===== src/hdl/chroma_key_alpha_blend_macros.svh =====
// Assertion helpers shared by the chroma key modules.
// Both sample on the rising clock edge and stay quiet while reset is high.
`ifndef CHROMA_KEY_ALPHA_BLEND_MACROS_SVH
`define CHROMA_KEY_ALPHA_BLEND_MACROS_SVH

// Property that holds at every edge.
`define CKAB_ASSERT(lbl, prop, msg) \
   lbl: assert property (@(posedge clock) disable iff (reset) prop) \
      else $error(msg);

// Antecedent at one edge, consequent at the next edge.
`define CKAB_ASSERT_NEXT(lbl, ante, cons, msg) \
   lbl: assert property (@(posedge clock) disable iff (reset) (ante) |=> (cons)) \
      else $error(msg);

`endif


===== src/hdl/ckab_pkg.sv =====
`default_nettype none

package ckab_pkg;

   // Q0.16 unity and BT.601 weights
   localparam logic [16:0] Q16_ONE    = 17'd65536;
   localparam logic [15:0] W_YR       = 16'd19595;
   localparam logic [15:0] W_YG       = 16'd38470;
   localparam logic [15:0] W_YB       = 16'd7471;
   localparam logic [15:0] W_U        = 16'd32244;
   localparam logic [15:0] W_V        = 16'd57475;
   localparam logic [16:0] HARD_LIMIT = 17'd6;
   localparam logic [17:0] SMOOTH_K   = 18'd196608;

   // request queue between front and back
   localparam int QUEUE_DEPTH = 4;
   localparam int QPTR_W      = 2;
   localparam int QCNT_W      = 3;

   // un-premultiply divider: 16 quotient bits
   localparam int UDIV_STAGES = 4;
   localparam int UDIV_STEPS  = 4;

   // square root: 18 result digits
   localparam int SQRT_DIGITS = 18;
   localparam int SQRT_STAGES = 9;
   localparam int SQRT_STEPS  = 2;

   // ramp divider: 16 quotient bits
   localparam int RAMP_STAGES = 4;
   localparam int RAMP_STEPS  = 4;

   typedef enum logic [2:0] {
      CSR_KEY_RED,
      CSR_KEY_GREEN,
      CSR_KEY_BLUE,
      CSR_TOLERANCE,
      CSR_SOFTNESS
   } csr_index_type;

   // pixel as it leaves the front end, with its classification
   typedef struct packed {
      logic [7:0] red;
      logic [7:0] green;
      logic [7:0] blue;
      logic [7:0] alpha;
      logic       zero;   // alpha is zero
      logic [2:0] sat;    // channel at or above alpha: colour is 1.0
   } pixel_type;

   // settings as the back end sees them
   typedef struct packed {
      logic signed [18:0] key_u;
      logic signed [18:0] key_v;
      logic [16:0]        tolerance;
      logic [16:0]        softness;
      logic               hard;
   } cfg_type;

   // Y = (wr r + wg g + wb b) >> 16, colours Q0.16 up to 1.0
   function automatic logic [16:0] luma(input logic [16:0] r, input logic [16:0] g,
                                        input logic [16:0] b);
      logic [32:0] acc;
      acc = 33'(r) * 33'(W_YR) + 33'(g) * 33'(W_YG) + 33'(b) * 33'(W_YB);
      return acc[32:16];
   endfunction

   // floor(w (c - y) / 65536), signed
   function automatic logic signed [18:0] chroma(input logic [16:0] c, input logic [16:0] y,
                                                 input logic [15:0] w);
      logic signed [34:0] dx;
      logic signed [34:0] wx;
      logic signed [34:0] p;
      dx = 35'(signed'({1'b0, c})) - 35'(signed'({1'b0, y}));
      wx = 35'(signed'({1'b0, w}));
      p  = dx * wx;
      return p[34:16];
   endfunction

   // floor(k * 65536 / 255) = 257 k, plus one at full scale
   function automatic logic [16:0] key_level(input logic [7:0] k);
      return {1'b0, k, 8'd0} + 17'(k) + 17'(k == 8'hFF);
   endfunction

endpackage

`default_nettype wire


===== src/hdl/ckab_csr.sv =====
`default_nettype none

module ckab_csr import ckab_pkg::*; (
   input  wire logic        clock,
   input  wire logic        reset,
   input  wire logic        csr_write,
   input  wire logic [2:0]  csr_index,
   input  wire logic [16:0] csr_data,
   output cfg_type          cfg
);

   logic [7:0]  key_red_ff, key_green_ff, key_blue_ff;
   logic [16:0] tolerance_ff, softness_ff;
   logic [16:0] ky_ff, kr_ff, kb_ff;
   logic signed [18:0] ku_ff, kv_ff;
   logic [16:0] kr_in, kg_in, kb_in;

   // register file
   always_ff @(posedge clock) begin
      if (reset) begin
         key_red_ff   <= 8'd0;
         key_green_ff <= 8'd255;
         key_blue_ff  <= 8'd0;
         tolerance_ff <= 17'd6554;
         softness_ff  <= 17'd6554;
      end else if (csr_write) begin
         case (csr_index_type'(csr_index))
            CSR_KEY_RED:   key_red_ff   <= csr_data[7:0];
            CSR_KEY_GREEN: key_green_ff <= csr_data[7:0];
            CSR_KEY_BLUE:  key_blue_ff  <= csr_data[7:0];
            CSR_TOLERANCE: tolerance_ff <= csr_data;
            CSR_SOFTNESS:  softness_ff  <= csr_data;
            default: begin
            end
         endcase
      end
   end

   // key colour to UV, two stages, running all the time
   assign kr_in = key_level(key_red_ff);
   assign kg_in = key_level(key_green_ff);
   assign kb_in = key_level(key_blue_ff);

   always_ff @(posedge clock) begin
      ky_ff <= luma(kr_in, kg_in, kb_in);
      kr_ff <= kr_in;
      kb_ff <= kb_in;
      ku_ff <= chroma(kb_ff, ky_ff, W_U);
      kv_ff <= chroma(kr_ff, ky_ff, W_V);
   end

   assign cfg.key_u     = ku_ff;
   assign cfg.key_v     = kv_ff;
   assign cfg.tolerance = tolerance_ff;
   assign cfg.softness  = softness_ff;
   assign cfg.hard      = (softness_ff <= HARD_LIMIT);

endmodule

`default_nettype wire


===== config.mk =====
export PLATFORM = sky130hd
export DESIGN_NAME = ckab_csr
export DESIGN_NICKNAME = d
export VERILOG_FILES = /design/src/hdl/chroma_key_alpha_blend_macros.svh /design/src/hdl/ckab_pkg.sv /design/src/hdl/ckab_csr.sv
export SDC_FILE = /design/constraint.sdc
export NUM_CORES = 2
export LEC_CHECK = 0
export BUFFER_PORTS_ARGS = -buffer_cell sky130_fd_sc_hd__buf_4
export CAP_MARGIN = 0
export CORE_MARGIN = 1
export CORE_UTILIZATION = 60
export DETAILED_ROUTE_END_ITERATION = 10
export MAX_ROUTING_LAYER = met4
export PLACE_DENSITY = 0.83
export SYNTH_ARGS = -nofsm -noshare
export SYNTH_HDL_FRONTEND = slang
export SYNTH_SLANG_ARGS = --single-unit

===== constraint.sdc =====
create_clock -name clock -period 10.6 [get_ports clock]
set_input_delay 1.06 -clock clock [delete_from_list [all_inputs] [get_ports clock]]
set_output_delay 1.06 -clock clock [all_outputs]
set_load 0.02 [all_outputs]

==> flow_summary.json <==
{
  "area.growth.synth_to_final_pct": 7.24,
  "regArea_um2": 2920,
  "min_period_ps": 9870,
  "diodes": 0,
  "r2r_end": "ky_ff[16]",
  "tns_ps": 0,
  "syn_area_um2": 28600,
  "cp_data_required_time_ps": 10970,
  "final_hold_viol_count": 0,
  "wl_um": 65900,
  "hold_depth": 2,
  "finalMaxSlewViolations": 0,
  "nFillCells": 3722,
  "die-area_um2": 48500,
  "synth_seq_area_share_pct": 10.2,
  "start_util_pct": 61.2,
  "grt_start_max_net_pins": 56,
  "syn_nets": 4046,
  "hold_buffers": 0,
  "cp_common_cell": "ha_1",
  "vias": 19800,
  "multi_input_area_um2": 22600,
  "fp-row-count": 79,
  "synthCells": 2944,
  "antenna_found_initial": 0,
  "cts_tree": "done",
  "drtAntennaViolNets": 0,
  "holdCritStartpoint": "tolerance_ff[10]",
  "dr.first_iter.drc_count": 1088,
  "synthArstFlopShare_pct": 0,
  "cts_sinks": 146,
  "drive_above_1_share_pct": 5.10,
  "gp_congestion": 0.964,
  "setup_viol": 0,
  "critPathMaxStageDelay_ps": 540,
  "clk_pin_slew_ps": 70,
  "outcome": "complete, but fails checks",
  "grt_pass1_wl_um": 108000,
  "cts_made_buffers": 17,
  "ys_ff_latch": 146,
  "root_buffer": "clkbuf_16",
  "relSlewSlack_pct": 25.7,
  "grt_util_all_layers_pct": 29.8,
  "hp-class": "flop to flop",
  "rsz0062_at_grt": "false",
  "post_cts_buffers": 0,
  "worst-r2r-cell-count": 41,
  "fp.dieH_um": 220,
  "period_share_pct": 93.1,
  "vias_per_cell": 5.41,
  "ys_warn_count": 0,
  "whs_ps": 458,
  "dpl.hpwl_um": 58200,
  "clkLatencyLatePin_ps": 500,
  "cpMaxStageDelayCell": "fa_1",
  "yosysUniqueCellTypes": 75,
  "nets": 4147,
  "dr.pass1.iters": 8,
  "cts_resized": 0,
  "routedWlPerCell_um": 18.0,
  "worst_hold_path.endpoint": "tolerance_ff[10]",
  "max_slew.worst_pin.slew_ps": 1110,
  "grt-ovfl-total": 0,
  "clock_path_buffers": 2,
  "critPathMaxFanout": 11,
  "post-route-drc-count": 2,
  "timing.rr.start": "key_green_ff[4]",
  "die_w_um": 220,
  "arrival_ps": 10240,
  "io_pins": 96,
  "synth_edf_count": 0,
  "violations": "DRC",
  "portBuffers": 95,
  "skew_ps": 12.3,
  "drv_cap": 0,
  "coreArea_um2": 46800,
  "grt_pass1_vias": 21400,
  "synth_flop_cell": "dfxtp_1",
  "avgSynthCellArea_um2": 9.71,
  "reg2reg_slack_ps": 730,
  "crit_type": "flop to flop",
  "cts_max_level": 4,
  "fmax_mhz": 101,
  "cp-start-kind": "flop",
  "end_kind": "flop"
}
==> synthesized netlist by cell type (5+ instances only) <==
library cell / count / area, um^2
a211o_1: 10 / 87.6
a211oi_1: 6 / 45.0
a21o_1: 35 / 263
a21oi_1: 117 / 586
and2_1: 19 / 119
and3_1: 12 / 75.1
clkbuf_1: 22 / 82.6
dfxtp_1: 146 / 2920
fa_1: 477 / 9550
ha_1: 602 / 7530
inv_1: 782 / 2940
mux2i_1: 6 / 60.1
nand2_1: 186 / 698
nand2b_1: 13 / 81.3
nand3_1: 28 / 140
nand3b_1: 15 / 113
nand4_1: 18 / 113
nor2_1: 76 / 285
nor2b_1: 24 / 150
nor3_1: 20 / 100
nor4_1: 5 / 31.3
o211ai_1: 8 / 60.1
o21a_1: 17 / 128
o21ai_0: 24 / 120
o21ai_1: 29 / 145
o21bai_1: 12 / 90.1
o31ai_1: 5 / 37.5
or3_1: 6 / 37.5
xnor2_1: 95 / 832
xor2_1: 59 / 517
==> placed cells by master, fill, tap and decap left out, types with 12 or more instances in the layout <==
cell type and n:
a21o_1 35, a21oi_1 117, and2_1 19, and3_1 12, buf_4 108, clkbuf_16 17
dfxtp_1 146, fa_1 477, ha_1 602, inv_1 782, nand2_1 186, nand2b_1 13
nand3_1 28, nand3b_1 15, nand4_1 18, nor2_1 76, nor2b_1 24, nor3_1 20
o21a_1 17, o21ai_0 24, o21ai_1 29, o21bai_1 12, xnor2_1 95, xor2_1 59
==> state kept, by name, summed over array words and instances, names as in the netlist <==
name          flops
key_blue_ff       8
kb_ff            17
kv_ff            19
tolerance_ff     17
key_red_ff        8
ky_ff            17
ku_ff            18
kr_ff            17
softness_ff      17
key_green_ff      8
==> logic make-up (layout without fill, tap and decap cells) <==
logic type / count (synthesis) / count (layout) / share of synthesized area (%)
adder cells (fa/ha/maj): 1079 / 1079 / 59.7
flip-flops: 146 / 146 / 10.2
multiplexers: 6 / 6 / 0.210
AO/OA/AOI/OAI: 315 / 315 / 7.19
XOR/XNOR: 157 / 157 / 4.91
AND/OR/NAND/NOR: 432 / 432 / 7.07
buffers and inverters: 809 / 923 / 10.7
==> stage by stage <==
stage | worst slack [ps] | instances | instance area (um^2) | util [%]
2_1_floorplan | 1470 | 2944 | 28600 | -
3_3_place_gp | 1290 | 3633 | 30100 | 64.3
3_5_place_dp | 949 | 3633 | 30100 | 64.3
4_1_cts | 905 | 3665 | 30700 | 65.6
5_1_grt | 341 | 3665 | 30700 | 65.6
6_report | 729 | 3665 | 30700 | 65.6
==> metal layers <==
metal  global-route usage, %  up-vias  wire (um)  share of wire, %
li1                        -     9453          -                 -
met1                    36.7     9945      28100                43
met2                    51.2      329      34200                52
met3                    4.04       90       2130               3.2
met4                    8.00        0       1510               2.3
met5                       -        -          0                 0
==> worst max-delay path by stage <==
stage / from / end / slack [ps]
final: key_green_ff[4] / ky_ff[16] / 730
after global routing: key_green_ff[4] / ky_ff[16] / 340
after CTS: key_green_ff[4] / ky_ff[16] / 910
after detailed placement: key_green_ff[4] / ky_ff[16] / 950
after global placement: key_green_ff[4] / ky_ff[16] / 1290
after floorplan: key_green_ff[4] / ky_ff[16] / 1470
==> worst max-delay path, delay by kind of cell (launching register included) <==
kind / cells / cell delay, ps
AO/OA/AOI/OAI: 13 / 3180
AND/OR/NAND/NOR: 6 / 970
adder cells (fa/ha/maj): 11 / 3890
buffers and inverters: 8 / 710
flip-flops: 1 / 440
XOR/XNOR: 3 / 550
==> area by class of cell <==
type                    count  area share [%]
clock buffers              17            1.39
clock inverters            15           0.592
inverters                 783            9.59
multi-input cells        1989            73.8
flip-flops and latches    146            9.53
well taps                 607            2.48
repair buffers            108            2.64
Power is not shown: default switching activity piles up to over one toggle a cycle in this logic, so the estimate is an artifact.
