File: src/hdl/chroma_key_alpha_blend_macros.svh
// Assertion helpers shared by the chroma key modules.
// Both sample on the rising clock edge and stay quiet while reset is high.
`ifndef CHROMA_KEY_ALPHA_BLEND_MACROS_SVH
`define CHROMA_KEY_ALPHA_BLEND_MACROS_SVH

// Property that holds at every edge.
`define CKAB_ASSERT(lbl, prop, msg) \
   lbl: assert property (@(posedge clock) disable iff (reset) prop) \
      else $error(msg);

// Antecedent at one edge, consequent at the next edge.
`define CKAB_ASSERT_NEXT(lbl, ante, cons, msg) \
   lbl: assert property (@(posedge clock) disable iff (reset) (ante) |=> (cons)) \
      else $error(msg);

`endif

File: src/hdl/ckab_pkg.sv
`default_nettype none

package ckab_pkg;

   // Q0.16 unity and BT.601 weights
   localparam logic [16:0] Q16_ONE    = 17'd65536;
   localparam logic [15:0] W_YR       = 16'd19595;
   localparam logic [15:0] W_YG       = 16'd38470;
   localparam logic [15:0] W_YB       = 16'd7471;
   localparam logic [15:0] W_U        = 16'd32244;
   localparam logic [15:0] W_V        = 16'd57475;
   localparam logic [16:0] HARD_LIMIT = 17'd6;
   localparam logic [17:0] SMOOTH_K   = 18'd196608;

   // request queue between front and back
   localparam int QUEUE_DEPTH = 4;
   localparam int QPTR_W      = 2;
   localparam int QCNT_W      = 3;

   // un-premultiply divider: 16 quotient bits
   localparam int UDIV_STAGES = 4;
   localparam int UDIV_STEPS  = 4;

   // square root: 18 result digits
   localparam int SQRT_DIGITS = 18;
   localparam int SQRT_STAGES = 9;
   localparam int SQRT_STEPS  = 2;

   // ramp divider: 16 quotient bits
   localparam int RAMP_STAGES = 4;
   localparam int RAMP_STEPS  = 4;

   typedef enum logic [2:0] {
      CSR_KEY_RED,
      CSR_KEY_GREEN,
      CSR_KEY_BLUE,
      CSR_TOLERANCE,
      CSR_SOFTNESS
   } csr_index_type;

   // pixel as it leaves the front end, with its classification
   typedef struct packed {
      logic [7:0] red;
      logic [7:0] green;
      logic [7:0] blue;
      logic [7:0] alpha;
      logic       zero;   // alpha is zero
      logic [2:0] sat;    // channel at or above alpha: colour is 1.0
   } pixel_type;

   // settings as the back end sees them
   typedef struct packed {
      logic signed [18:0] key_u;
      logic signed [18:0] key_v;
      logic [16:0]        tolerance;
      logic [16:0]        softness;
      logic               hard;
   } cfg_type;

   // Y = (wr r + wg g + wb b) >> 16, colours Q0.16 up to 1.0
   function automatic logic [16:0] luma(input logic [16:0] r, input logic [16:0] g,
                                        input logic [16:0] b);
      logic [32:0] acc;
      acc = 33'(r) * 33'(W_YR) + 33'(g) * 33'(W_YG) + 33'(b) * 33'(W_YB);
      return acc[32:16];
   endfunction

   // floor(w (c - y) / 65536), signed
   function automatic logic signed [18:0] chroma(input logic [16:0] c, input logic [16:0] y,
                                                 input logic [15:0] w);
      logic signed [34:0] dx;
      logic signed [34:0] wx;
      logic signed [34:0] p;
      dx = 35'(signed'({1'b0, c})) - 35'(signed'({1'b0, y}));
      wx = 35'(signed'({1'b0, w}));
      p  = dx * wx;
      return p[34:16];
   endfunction

   // floor(k * 65536 / 255) = 257 k, plus one at full scale
   function automatic logic [16:0] key_level(input logic [7:0] k);
      return {1'b0, k, 8'd0} + 17'(k) + 17'(k == 8'hFF);
   endfunction

endpackage

`default_nettype wire

File: src/hdl/ckab_front.sv
`default_nettype none
`include "chroma_key_alpha_blend_macros.svh"

module ckab_front import ckab_pkg::*; (
   input  wire logic       clock,
   input  wire logic       reset,
   input  wire logic       req_valid,
   output logic            req_stall,
   input  wire logic [7:0] req_in_red,
   input  wire logic [7:0] req_in_green,
   input  wire logic [7:0] req_in_blue,
   input  wire logic [7:0] req_in_alpha,
   input  wire logic       pop,
   output pixel_type       head,
   output logic            head_valid
);

   pixel_type             q_mem_ff [QUEUE_DEPTH];
   logic [QPTR_W-1:0]     wr_ptr_ff, wr_ptr_in;
   logic [QPTR_W-1:0]     rd_ptr_ff, rd_ptr_in;
   logic [QCNT_W-1:0]     count_ff, count_in;
   logic                  push;
   pixel_type             cls;

   // classify the request
   always_comb begin
      cls.red   = req_in_red;
      cls.green = req_in_green;
      cls.blue  = req_in_blue;
      cls.alpha = req_in_alpha;
      cls.zero  = (req_in_alpha == 8'd0);
      cls.sat   = {req_in_blue >= req_in_alpha, req_in_green >= req_in_alpha,
                   req_in_red >= req_in_alpha};
   end

   assign req_stall  = (count_ff == QCNT_W'(QUEUE_DEPTH));
   assign push       = req_valid && !req_stall;
   assign head_valid = (count_ff != '0);
   assign head       = q_mem_ff[rd_ptr_ff];

   // queue pointers
   always_comb begin
      wr_ptr_in = push ? wr_ptr_ff + 1'b1 : wr_ptr_ff;
      rd_ptr_in = pop ? rd_ptr_ff + 1'b1 : rd_ptr_ff;
      count_in  = count_ff + QCNT_W'(push) - QCNT_W'(pop);
   end

   always_ff @(posedge clock) begin
      if (reset) begin
         wr_ptr_ff <= '0;
         rd_ptr_ff <= '0;
         count_ff  <= '0;
      end else begin
         wr_ptr_ff <= wr_ptr_in;
         rd_ptr_ff <= rd_ptr_in;
         count_ff  <= count_in;
      end
   end

   always_ff @(posedge clock) begin
      if (push) begin
         q_mem_ff[wr_ptr_ff] <= cls;
      end
   end

   `CKAB_ASSERT(a_queue_bound, count_ff <= QCNT_W'(QUEUE_DEPTH), "queue overfilled")
   `CKAB_ASSERT_NEXT(a_queue_grow, push && !pop, count_ff == $past(count_ff) + 3'd1, "push lost")

endmodule

`default_nettype wire

File: config.mk
export PLATFORM = sky130hd
export DESIGN_NAME = ckab_front
export DESIGN_NICKNAME = d
export VERILOG_FILES = /design/src/hdl/ckab_pkg.sv /design/src/hdl/ckab_front.sv
export VERILOG_INCLUDE_DIRS = /design/src /design/src/hdl
export SDC_FILE = /design/constraint.sdc
export NUM_CORES = 1
export LEC_CHECK = 0
export BUFFER_PORTS_ARGS = -buffer_cell sky130_fd_sc_hd__buf_4
export CAP_MARGIN = 40
export CORE_MARGIN = 3
export CORE_UTILIZATION = 55
export CTS_BUF_LIST = sky130_fd_sc_hd__clkbuf_4
export CTS_CLUSTER_SIZE = 16
export DETAILED_ROUTE_END_ITERATION = 16
export GPL_TIMING_DRIVEN = 0
export PLACE_DENSITY = 0.88
export SETUP_SLACK_MARGIN = 0.05
export SYNTH_ARGS = -nofsm -noshare
export SYNTH_HDL_FRONTEND = slang
export SYNTH_SLANG_ARGS = --single-unit
File: constraint.sdc
create_clock -name clock -period 5.3 [get_ports clock]
set_input_delay 0.265 -clock clock [delete_from_list [all_inputs] [get_ports clock]]
set_output_delay 0.265 -clock clock [all_outputs]
set_load 0.03 [all_outputs]
==> reports/metrics.yaml, run 1 <==
hold_class: "in -> reg"
cts_resized: 0
preCtsSetupSlack_ns: 2.98
async_flop_share_pct: 0
vias: 3158
grt_start_max_net_pins: 33
worstSkewPairLatency_ns: 0.51
gp_congestion: 0.735
fin_worst_skew_ns: 0.0127
grt_pass1_wl_um: 18100
via_per_inst: 5.44
rsz0062_at_grt: "false"
cpPeakStageDelay_ns: 0.46
final_layout_size_suffix_gt1_share_pct: 34.0
final_util_pct: 69.8
p_leak_nw: 2.83
maxSlewViolCount: 0
clock_tree.root_cell: "clkbuf_4"
die_w_um: 113
grt-ovfl-total: 0
drcViolationCount: 0
diodes: 0
setup_slack_ns: 2.97
die_y_um: 113
run_status: "complete, no violations"
grt_usage_pct: 19.0
reg2reg_depth: 11
path_common_cell: "inv_1"
worstSetupStartpointType: "flip-flop"
hold_depth: 2
yosysWarnings: 0
firstDrtPassIters: 5
antenna_found_initial: 0
area_delta_synth_final_pct: 22.8
maxCapViolCount: 0
max_freq_mhz: 429
min_period_ns: 2.33
num_rows: 38
sw_frac_of_total_pct: 28.5
cp.arrival_ns: 2.76
combPwrFrac_pct: 22.9
setup_viol: 0
grt_pass1_vias: 3385
synth_area_sq_um: 6240
clockBufferDepth: 2
slew_headroom_pct: 65.0
drtAntennaViolNets: 0
cp_slowest_cell: "dfxtp_1"
synth.net_count: 367
cts_tree: "yes"
initial_utilization_pct: 56.8
crit_type: "reg -> reg"
synth_edf_count: 144
endpoint_kind: "flip-flop"
wl_um: 11400
finalNonFillerCells: 581
dpl.hpwl_um: 7550
synth_cell_types: 32
ys_ff_latch: 153
tightestPinTransition_ns: 0.525
port_buffers: 72
layout_common_cells: "144 x edfxtp_1, 72 x buf_4, 33 x dlygate4sd3_1, 30 x mux4_2, 30 x ha_1"
place_inst: 516
routedWlPerCell_um: 19.6
pin_count: 74
core-area_sq_um: 11000
ir_drop_uv: 275
cp_cell_sequence: "nor3b_2 > nor2_1 > inv_1 > ha_1 > inv_1 > ha_1 > inv_1 > fa_1 > xor2_1 > and2_1 > nor3_1"
cts_max_level: 4
syn_area_per_cell_sq_um: 20.8
power_mw: 2.81
clock_power_share_pct: 24.2
mostFrequentLayoutCell: "edfxtp_1"
drt_iter0_drc: 251
netlist_instances: 300
cp_max_fo: 6
cts.clk_slew.worst_paths_ns: 0.12
power_frac_seq_pct: 52.9
nNetsFinal: 495
finalHoldViolations: 0
period_share_pct: 44.0
ys_seq_area_share_pct: 72.2
yosys_most_used_dff: "edfxtp_1"
p_int_mw: 2.01
rrSetupSlack_ns: 2.97
die_area_sq_um: 12700
power.density_nw_per_um2: 367
clkSinkCount: 153
switchingPower_uw: 801
setup_tns_ns: 0
numCtsBuffers: 17
filler_cell_count: 674
cp_data_required_time_ns: 5.73
cell families (layout without fill, tap and decap cells):
logic type      after synthesis  count (layout)  synth area share (%)
compound gates               20              20                  2.21
xor+xnor                      3               3                 0.421
fa+ha+maj                    31              31                  6.34
buf+inv                      25             166                  2.49
flops                       153             153                  72.2
mux                          37              37                  13.5
simple gates                 31              31                  2.83
critical path: cells and delay by family, from the launching register on:
| family | cells | cell delay, ns |
|---|---|---|
| flops | 1 | 0.46 |
| simple gates | 4 | 0.67 |
| fa+ha+maj | 3 | 0.79 |
| xor+xnor | 1 | 0.17 |
| buf+inv | 3 | 0.19 |
worst paths after layout:
kind                                to                       from
max             count_ff[2]$_SDFF_PP0_     count_ff[1]$_SDFF_PP0_
min                          flip-flop                      reset
max reg2reg     count_ff[2]$_SDFF_PP0_     count_ff[1]$_SDFF_PP0_
min reg2reg  wr_ptr_ff[1]$_SDFFE_PP0P_  wr_ptr_ff[1]$_SDFFE_PP0P_
timing repair:
item | CTS | global route
hold endpoints to repair | 130 | 0
setup buffers | 0 | 0
endpoints found under the setup margin | 0 | 0
hold buffers | 33 | 0
stage by stage:
stage	hold WS (ns)	area, sq um
2_1_floorplan	0.364	6240
3_3_place_gp	0.476	6950
3_5_place_dp	0.477	7050
4_1_cts	0.0464	7660
5_1_grt	0.0729	7660
6_report	0.0937	7660
per-layer routing:
layer / share of wire, % / global-route usage, % / routed length (um) / up-vias
li1: - / - / - / 1487
met1: 42 / 24.9 / 4790 / 1577
met2: 52 / 31.6 / 5910 / 83
met3: 4.9 / 4.91 / 552 / 11
met4: 1.0 / 5.93 / 115 / 0
met5: 0 / 0 / 0 / -
sequential cells by signal, indices dropped and copies added, names as in the netlist, named ones only:
name	flops
rd_ptr_ff	2
count_ff	3
q_mem_ff	144
wr_ptr_ff	2
layout make-up:
class                      count  area (sq um)  share of cell area [%]
buffer                         9          95.1                    1.24
clock buffer                  17           128                    1.67
clock inverter                15           150                    1.96
inverter                      16          60.1                   0.784
multi-input combinational    122          1580                    20.7
sequential                   153          4500                    58.8
tap                          140           175                    2.29
timing repair buffer         109           966                    12.6
power by group through the flow:
stage               Combinational (mW)  Clock (mW)  Sequential, mW
floorplan                        0.396           0            1.50
global placement                 0.590           0            1.51
detailed placement               0.634           0            1.51
CTS                              0.656       0.698            1.49
global route                     0.693       0.751            1.50
finish                           0.645       0.681            1.49
cell usage after synthesis, types with 2 or more instances:
master,count,share of area (%)
a21o_1,9,1.1
buf_2,3,0.24
or3_1,2,0.20
inv_1,16,0.96
o21ai_0,4,0.32
buf_12,3,0.96
nor2_1,7,0.42
and2_1,5,0.50
mux4_2,30,11
mux4_1,6,2.5
nand3_1,3,0.24
and3_1,3,0.30
xor2_1,2,0.28
a221oi_1,3,0.42
edfxtp_1,144,69
nand2b_1,5,0.50
a31oi_1,3,0.30
dfxtp_1,9,2.9
ha_1,30,6.0
(Power assumes the default switching activity.)
==> inputs of run 2 (changes only) <==
--- a/config.mk
+++ b/config.mk
@@ -9,12 +9,12 @@
 export BUFFER_PORTS_ARGS = -buffer_cell sky130_fd_sc_hd__buf_4
 export CAP_MARGIN = 40
 export CORE_MARGIN = 3
-export CORE_UTILIZATION = 55
+export CORE_UTILIZATION = 54
 export CTS_BUF_LIST = sky130_fd_sc_hd__clkbuf_4
 export CTS_CLUSTER_SIZE = 16
 export DETAILED_ROUTE_END_ITERATION = 16
 export GPL_TIMING_DRIVEN = 0
-export PLACE_DENSITY = 0.88
+export PLACE_DENSITY = 0.9
 export SETUP_SLACK_MARGIN = 0.05
 export SYNTH_ARGS = -nofsm -noshare
 export SYNTH_HDL_FRONTEND = slang
==> constraint.sdc (replaced) <==
create_clock -name clock -period 2.1 [get_ports clock]
set_input_delay 0.105 -clock clock [delete_from_list [all_inputs] [get_ports clock]]
set_output_delay 0.105 -clock clock [all_outputs]
set_load 0.03 [all_outputs]
==> run 2 against run 1 <==
The flow now finishes with violations (setup timing). Sequential cell count did not move. Sequential power rose to 2.5 times the previous value. Highest routed layer unchanged. Clock-buffer cell count rose by 1. Register-to-register slack got worse by 3.0 ns. Clock power rose to 2.8 times the previous value. Total power rose to 2.7 times the previous value. Critical endpoint unchanged. Final cell count rose by 2.1%. Die area rose by 1.8%. Design area rose by 4.8%. Hold slack improved by 0.23 ns.
==> reports/metrics.yaml, run 2 (synthesis results as in run 1) <==
run_status: "complete, but fails checks"
failed_checks: "setup timing"
layout_common_cells: "144 x edfxtp_1, 49 x buf_4, 36 x dlygate4sd3_1, 33 x mux4_2, 32 x buf_6"
cp_slowest_cell: "fa_2"
core-area_sq_um: 11100
vias: 3350
cp_max_fo: 5
antenna_found_initial: 0
port_buffers: 72
multi_input_area_sq_um: 1630
preCtsSetupSlack_ns: -0.0428
clock_power_share_pct: 25.2
drt_iter0_drc: 210
die_y_um: 113
gp_congestion: 0.727
worstSkewPairLatency_ns: 0.54
grt-ovfl-total: 0
power_frac_seq_pct: 49.6
clockBufferDepth: 2
clock_tree.root_cell: "clkbuf_4"
die_w_um: 113
max_freq_mhz: 468
grt_usage_pct: 20.0
drtAntennaViolNets: 0
min_period_ns: 2.14
period_share_pct: 102
finalNonFillerCells: 593
cts.clk_slew.worst_paths_ns: 0.11
sw_frac_of_total_pct: 27.6
largest_register: "q_mem_ff"
clkSinkCount: 153
cts_tree: "yes"
finalHoldViolations: 0
final_util_pct: 72.5
setup_tns_ns: -0.0355
path_buf_inv: 3
pin_count: 74
area_delta_synth_final_pct: 28.7
die_area_sq_um: 12900
grt_start_max_net_pins: 32
endpoint_kind: "flip-flop"
cts_max_level: 4
setup_viol: 1
power.density_nw_per_um2: 950
ir_drop_uv: 624
p_int_mw: 5.52
tightestPinTransition_ns: 0.508
initial_utilization_pct: 56.3
setup_slack_ns: -0.0355
combPwrFrac_pct: 25.2
nNetsFinal: 507
place_inst: 516
final_layout_size_suffix_gt1_share_pct: 38.2
wl_um: 12800
via_per_inst: 5.65
firstDrtPassIters: 4
switchingPower_mw: 2.10
largestRegisters: "q_mem_ff: 144 flops, count_ff: 3 flops"
filler_cell_count: 639
worstSetupStartpointType: "flip-flop"
hold_class: "in -> reg"
routedWlPerCell_um: 21.6
drcViolationCount: 0
crit_type: "reg -> reg"
diodes: 0
cp_data_required_time_ns: 2.56
slew_headroom_pct: 65.8
cp_cell_sequence: "nor3b_4 > nor2_4 > inv_2 > ha_4 > inv_4 > ha_4 > inv_2 > fa_2 > xor2_2 > and2_4 > nor3_2"
maxSlewViolCount: 0
fin_worst_skew_ns: 0.0243
p_leak_nw: 2.95
cpPeakStageDelay_ns: 0.41
path_delay_family: "adder cells"
dpl.hpwl_um: 7770
seqCellArea_sq_um: 4510
mostFrequentLayoutCell: "edfxtp_1"
grt_pass1_vias: 3602
num_rows: 38
rsz0062_at_grt: "true"
grt_pass1_wl_um: 19000
maxCapViolCount: 0
numCtsBuffers: 17
largest_reg_flops: 144
cp.arrival_ns: 2.59
[run 2: cell types whose count changed in the layout (fill, tap and decap cells not counted), sizes merged]
cell / previous run / this run
dlygate4sd3: 33 / 36
clkinvlp: 3 / 2
inv: 18 / 17
clkbuf: 19 / 22
bufinv: 2 / 4
buf: 83 / 90
clkinv: 8 / 7
[run 2: stage by stage]
step           power (mW)  instance area [sq um]  hold slack, ns
3_3_place_gp         5.33                   6970           0.317
5_1_grt              7.94                   8030           0.289
4_1_cts              7.41                   7760           0.279
3_5_place_dp         5.44                   7050           0.321
2_1_floorplan        4.82                   6250           0.204
6_report             7.62                   8030           0.323
[run 2: routing by layer]
metal | global-route usage, % | share of wire (%) | up-vias
li1 | - | - | 1507
met1 | 24.5 | 39 | 1690
met2 | 34.1 | 54 | 129
met3 | 4.83 | 5.3 | 24
met4 | 8.65 | 2.1 | 0
met5 | 0 | 0 | -
[run 2: final timing paths]
path,startpoint,endpoint,slack [ns],depth (start not counted)
worst min-delay path,req_in_green[6],q_mem_ff[2][26]$_DFFE_PP_,0.32,2
worst min register to register,wr_ptr_ff[1]$_SDFFE_PP0P_,wr_ptr_ff[1]$_SDFFE_PP0P_,0.56,2
worst max-delay path,count_ff[1]$_SDFF_PP0_,count_ff[2]$_SDFF_PP0_,-0.04,11
worst max register to register,count_ff[1]$_SDFF_PP0_,count_ff[2]$_SDFF_PP0_,-0.04,11
[run 2: power groups by stage]
stage	registers, mW	logic (mW)	clock network (mW)
after global placement	3.82	1.50	0
after floorplan	3.81	1.01	0
after global routing	3.80	2.04	2.09
final	3.78	1.92	1.92
after detailed placement	3.83	1.61	0
after CTS	3.77	1.69	1.95
[run 2: layout make-up]
type	instances	area share, %
Timing Repair Buffer	121	15.1
Multi-Input combinational cell	122	20.3
Clock buffer	18	1.68
Sequential cell	153	56.2
Inverter	16	0.779
Tap cell	140	2.18
Buffer	9	1.48
Clock inverter	14	2.21
[run 2: what timing repair did]
action / in CTS / in global routing
hold buffers: 36 / 0
hold endpoints to repair: 141 / 0
cloned: 1 / 3
pin swaps: 2 / 6
setup endpoints to repair: 32 / 35
resized for setup: 8 / 51
buffers inserted: 1 / 4
==> inputs of run 3 (changes only) <==
--- a/config.mk
+++ b/config.mk
@@ -6,7 +6,8 @@
 export SDC_FILE = /design/constraint.sdc
 export NUM_CORES = 1
 export LEC_CHECK = 0
-export BUFFER_PORTS_ARGS = -buffer_cell sky130_fd_sc_hd__buf_4
+export ABC_CLOCK_PERIOD_IN_PS = 2100
+export BUFFER_PORTS_ARGS = -buffer_cell sky130_fd_sc_hd__buf_2
 export CAP_MARGIN = 40
 export CORE_MARGIN = 3
 export CORE_UTILIZATION = 54
==> run 3 against run 2 <==
The run now ends clean. Sequential power hardly changed. Sequential share of layout area is 1.5 points higher. Global-route usage is 0.67 points lower. Total power is 6.2% lower. Critical endpoint is now head[5]. Largest power group unchanged.
==> reports/metrics.yaml, run 3 (synthesis results as in run 1) <==
firstDrtPassIters: 4
crit_type: "reg -> out"
initial_utilization_pct: 56.3
sw_frac_of_total_pct: 28.3
gp_congestion: 0.728
min_period_ns: 2.02
pin_count: 74
largest_reg_flops: 144
clock_power_share_pct: 21.7
endpoint_kind: "output pin"
via_per_inst: 5.63
numCtsBuffers: 17
dpl.hpwl_um: 7780
r2r-start: "count_ff[1]$_SDFF_PP0_"
die_area_sq_um: 12900
clkSinkCount: 153
combPwrFrac_pct: 25.5
worstSkewPairLatency_ns: 0.52
mostFrequentLayoutCell: "edfxtp_1"
grt_pass1_vias: 3543
setup_viol: 0
diodes: 0
grt-ovfl-total: 0
clock_tree.root_cell: "clkbuf_4"
switchingPower_mw: 2.02
area_delta_synth_final_pct: 25.4
grt_start_max_net_pins: 30
drt_iter0_drc: 269
cts_tree: "yes"
preCtsSetupSlack_ns: -0.0542
cts_max_level: 4
grt_pass1_wl_um: 18500
slew_headroom_pct: 74.2
p_leak_nw: 2.89
rsz0062_at_grt: "true"
nNetsFinal: 508
maxSlewViolCount: 0
regToRegEndpoint: "count_ff[2]$_SDFF_PP0_"
largestRegisters: "q_mem_ff: 144 flops, count_ff: 3 flops"
power.density_nw_per_um2: 914
setup_slack_ns: 0.0768
reg2reg_depth: 11
p_int_mw: 5.13
tightestPinTransition_ns: 0.382
rrSetupSlack_ns: 0.08
finalHoldViolations: 0
final_util_pct: 70.6
ir_drop_uv: 545
die_y_um: 113
wl_um: 12400
die_w_um: 113
worstSetupStartpointType: "flip-flop"
vias: 3343
power_mw: 7.15
drtAntennaViolNets: 0
power_frac_seq_pct: 52.9
maxCapViolCount: 0
hold_class: "in -> reg"
fin_worst_skew_ns: 0.0107
layout_common_cells: "144 x edfxtp_1, 38 x buf_2, 36 x dlygate4sd3_1, 35 x mux4_2, 32 x buf_6"
run_status: "complete, no violations"
cp_data_required_time_ns: 2.00
core-area_sq_um: 11100
antenna_found_initial: 0
port_buffers: 72
place_inst: 516
crit_end: "head[5]"
max_freq_mhz: 494
setup_tns_ns: 0
cp.arrival_ns: 1.92
routedWlPerCell_um: 20.8
cp_max_fo: 8
clockBufferDepth: 2
grt_usage_pct: 19.3
cts.clk_slew.worst_paths_ns: 0.12
finalNonFillerCells: 594
drcViolationCount: 0
largest_register: "q_mem_ff"
period_share_pct: 96.3
num_rows: 38
filler_cell_count: 684
final_layout_size_suffix_gt1_share_pct: 37.0
[run 3: how the worst min path moves through the flow]
stage                     cells after the start  slack (ns)             from                        end
after floorplan                               0        0.20  req_in_alpha[6]  q_mem_ff[0][10]$_DFFE_PP_
after global placement                        1        0.33    req_in_red[0]  q_mem_ff[2][28]$_DFFE_PP_
after detailed placement                      1        0.34    req_in_red[0]  q_mem_ff[0][28]$_DFFE_PP_
after CTS                                     2        0.31   req_in_blue[0]  q_mem_ff[2][12]$_DFFE_PP_
after global routing                          2        0.32  req_in_green[1]  q_mem_ff[1][21]$_DFFE_PP_
final                                         2        0.34   req_in_blue[2]  q_mem_ff[0][14]$_DFFE_PP_
[run 3: what timing repair did]
item / CTS / global route
pin swaps: 2 / 1
buffers inserted: 5 / 1
hold buffers: 36 / 0
hold endpoints to repair: 136 / 0
cloned: 1 / 3
endpoints found under the setup margin: 31 / 37
resized for setup: 19 / 85
[run 3: layout make-up]
type / count / area, sq um / area share, %
Timing Repair Buffer: 122 / 1130 / 14.5
Sequential cell: 153 / 4510 / 57.7
Tap cell: 140 / 175 / 2.24
Multi-Input combinational cell: 122 / 1590 / 20.3
Inverter: 16 / 60.1 / 0.768
Clock buffer: 21 / 158 / 2.02
Clock inverter: 11 / 81.3 / 1.04
Buffer: 9 / 114 / 1.46
[run 3: worst max-delay path, cell delays in order, from the launching register on]
cell and delay, ns:
dfxtp_4 0.39, buf_12 0.16, clkbuf_16 0.17, mux4_2 0.51, buf_6 0.16
[run 3: through the flow]
| stage | hold slack (ns) | area [sq um] |
|---|---|---|
| finish | 0.345 | 7820 |
| global route | 0.323 | 7820 |
| CTS | 0.310 | 7560 |
| detailed placement | 0.343 | 6870 |
| global placement | 0.332 | 6790 |
| floorplan | 0.204 | 6250 |
[run 3: power by group through the flow]
stage | combinational (mW) | sequential (mW) | clock, mW
finish | 1.82 | 3.78 | 1.55
global route | 1.94 | 3.80 | 1.72
CTS | 1.60 | 3.77 | 1.58
detailed placement | 1.46 | 3.84 | 0
global placement | 1.38 | 3.82 | 0
floorplan | 1.01 | 3.81 | 0
[run 3: per-layer routing]
layer	wire length, um	vias to the layer above	track usage [%]	part of all wire, %
met5	0	-	0	0
li1	-	1512	-	-
met4	178	0	7.21	1.4
met3	869	16	5.31	7.0
met2	6600	139	32.2	53
met1	4730	1676	24.5	38
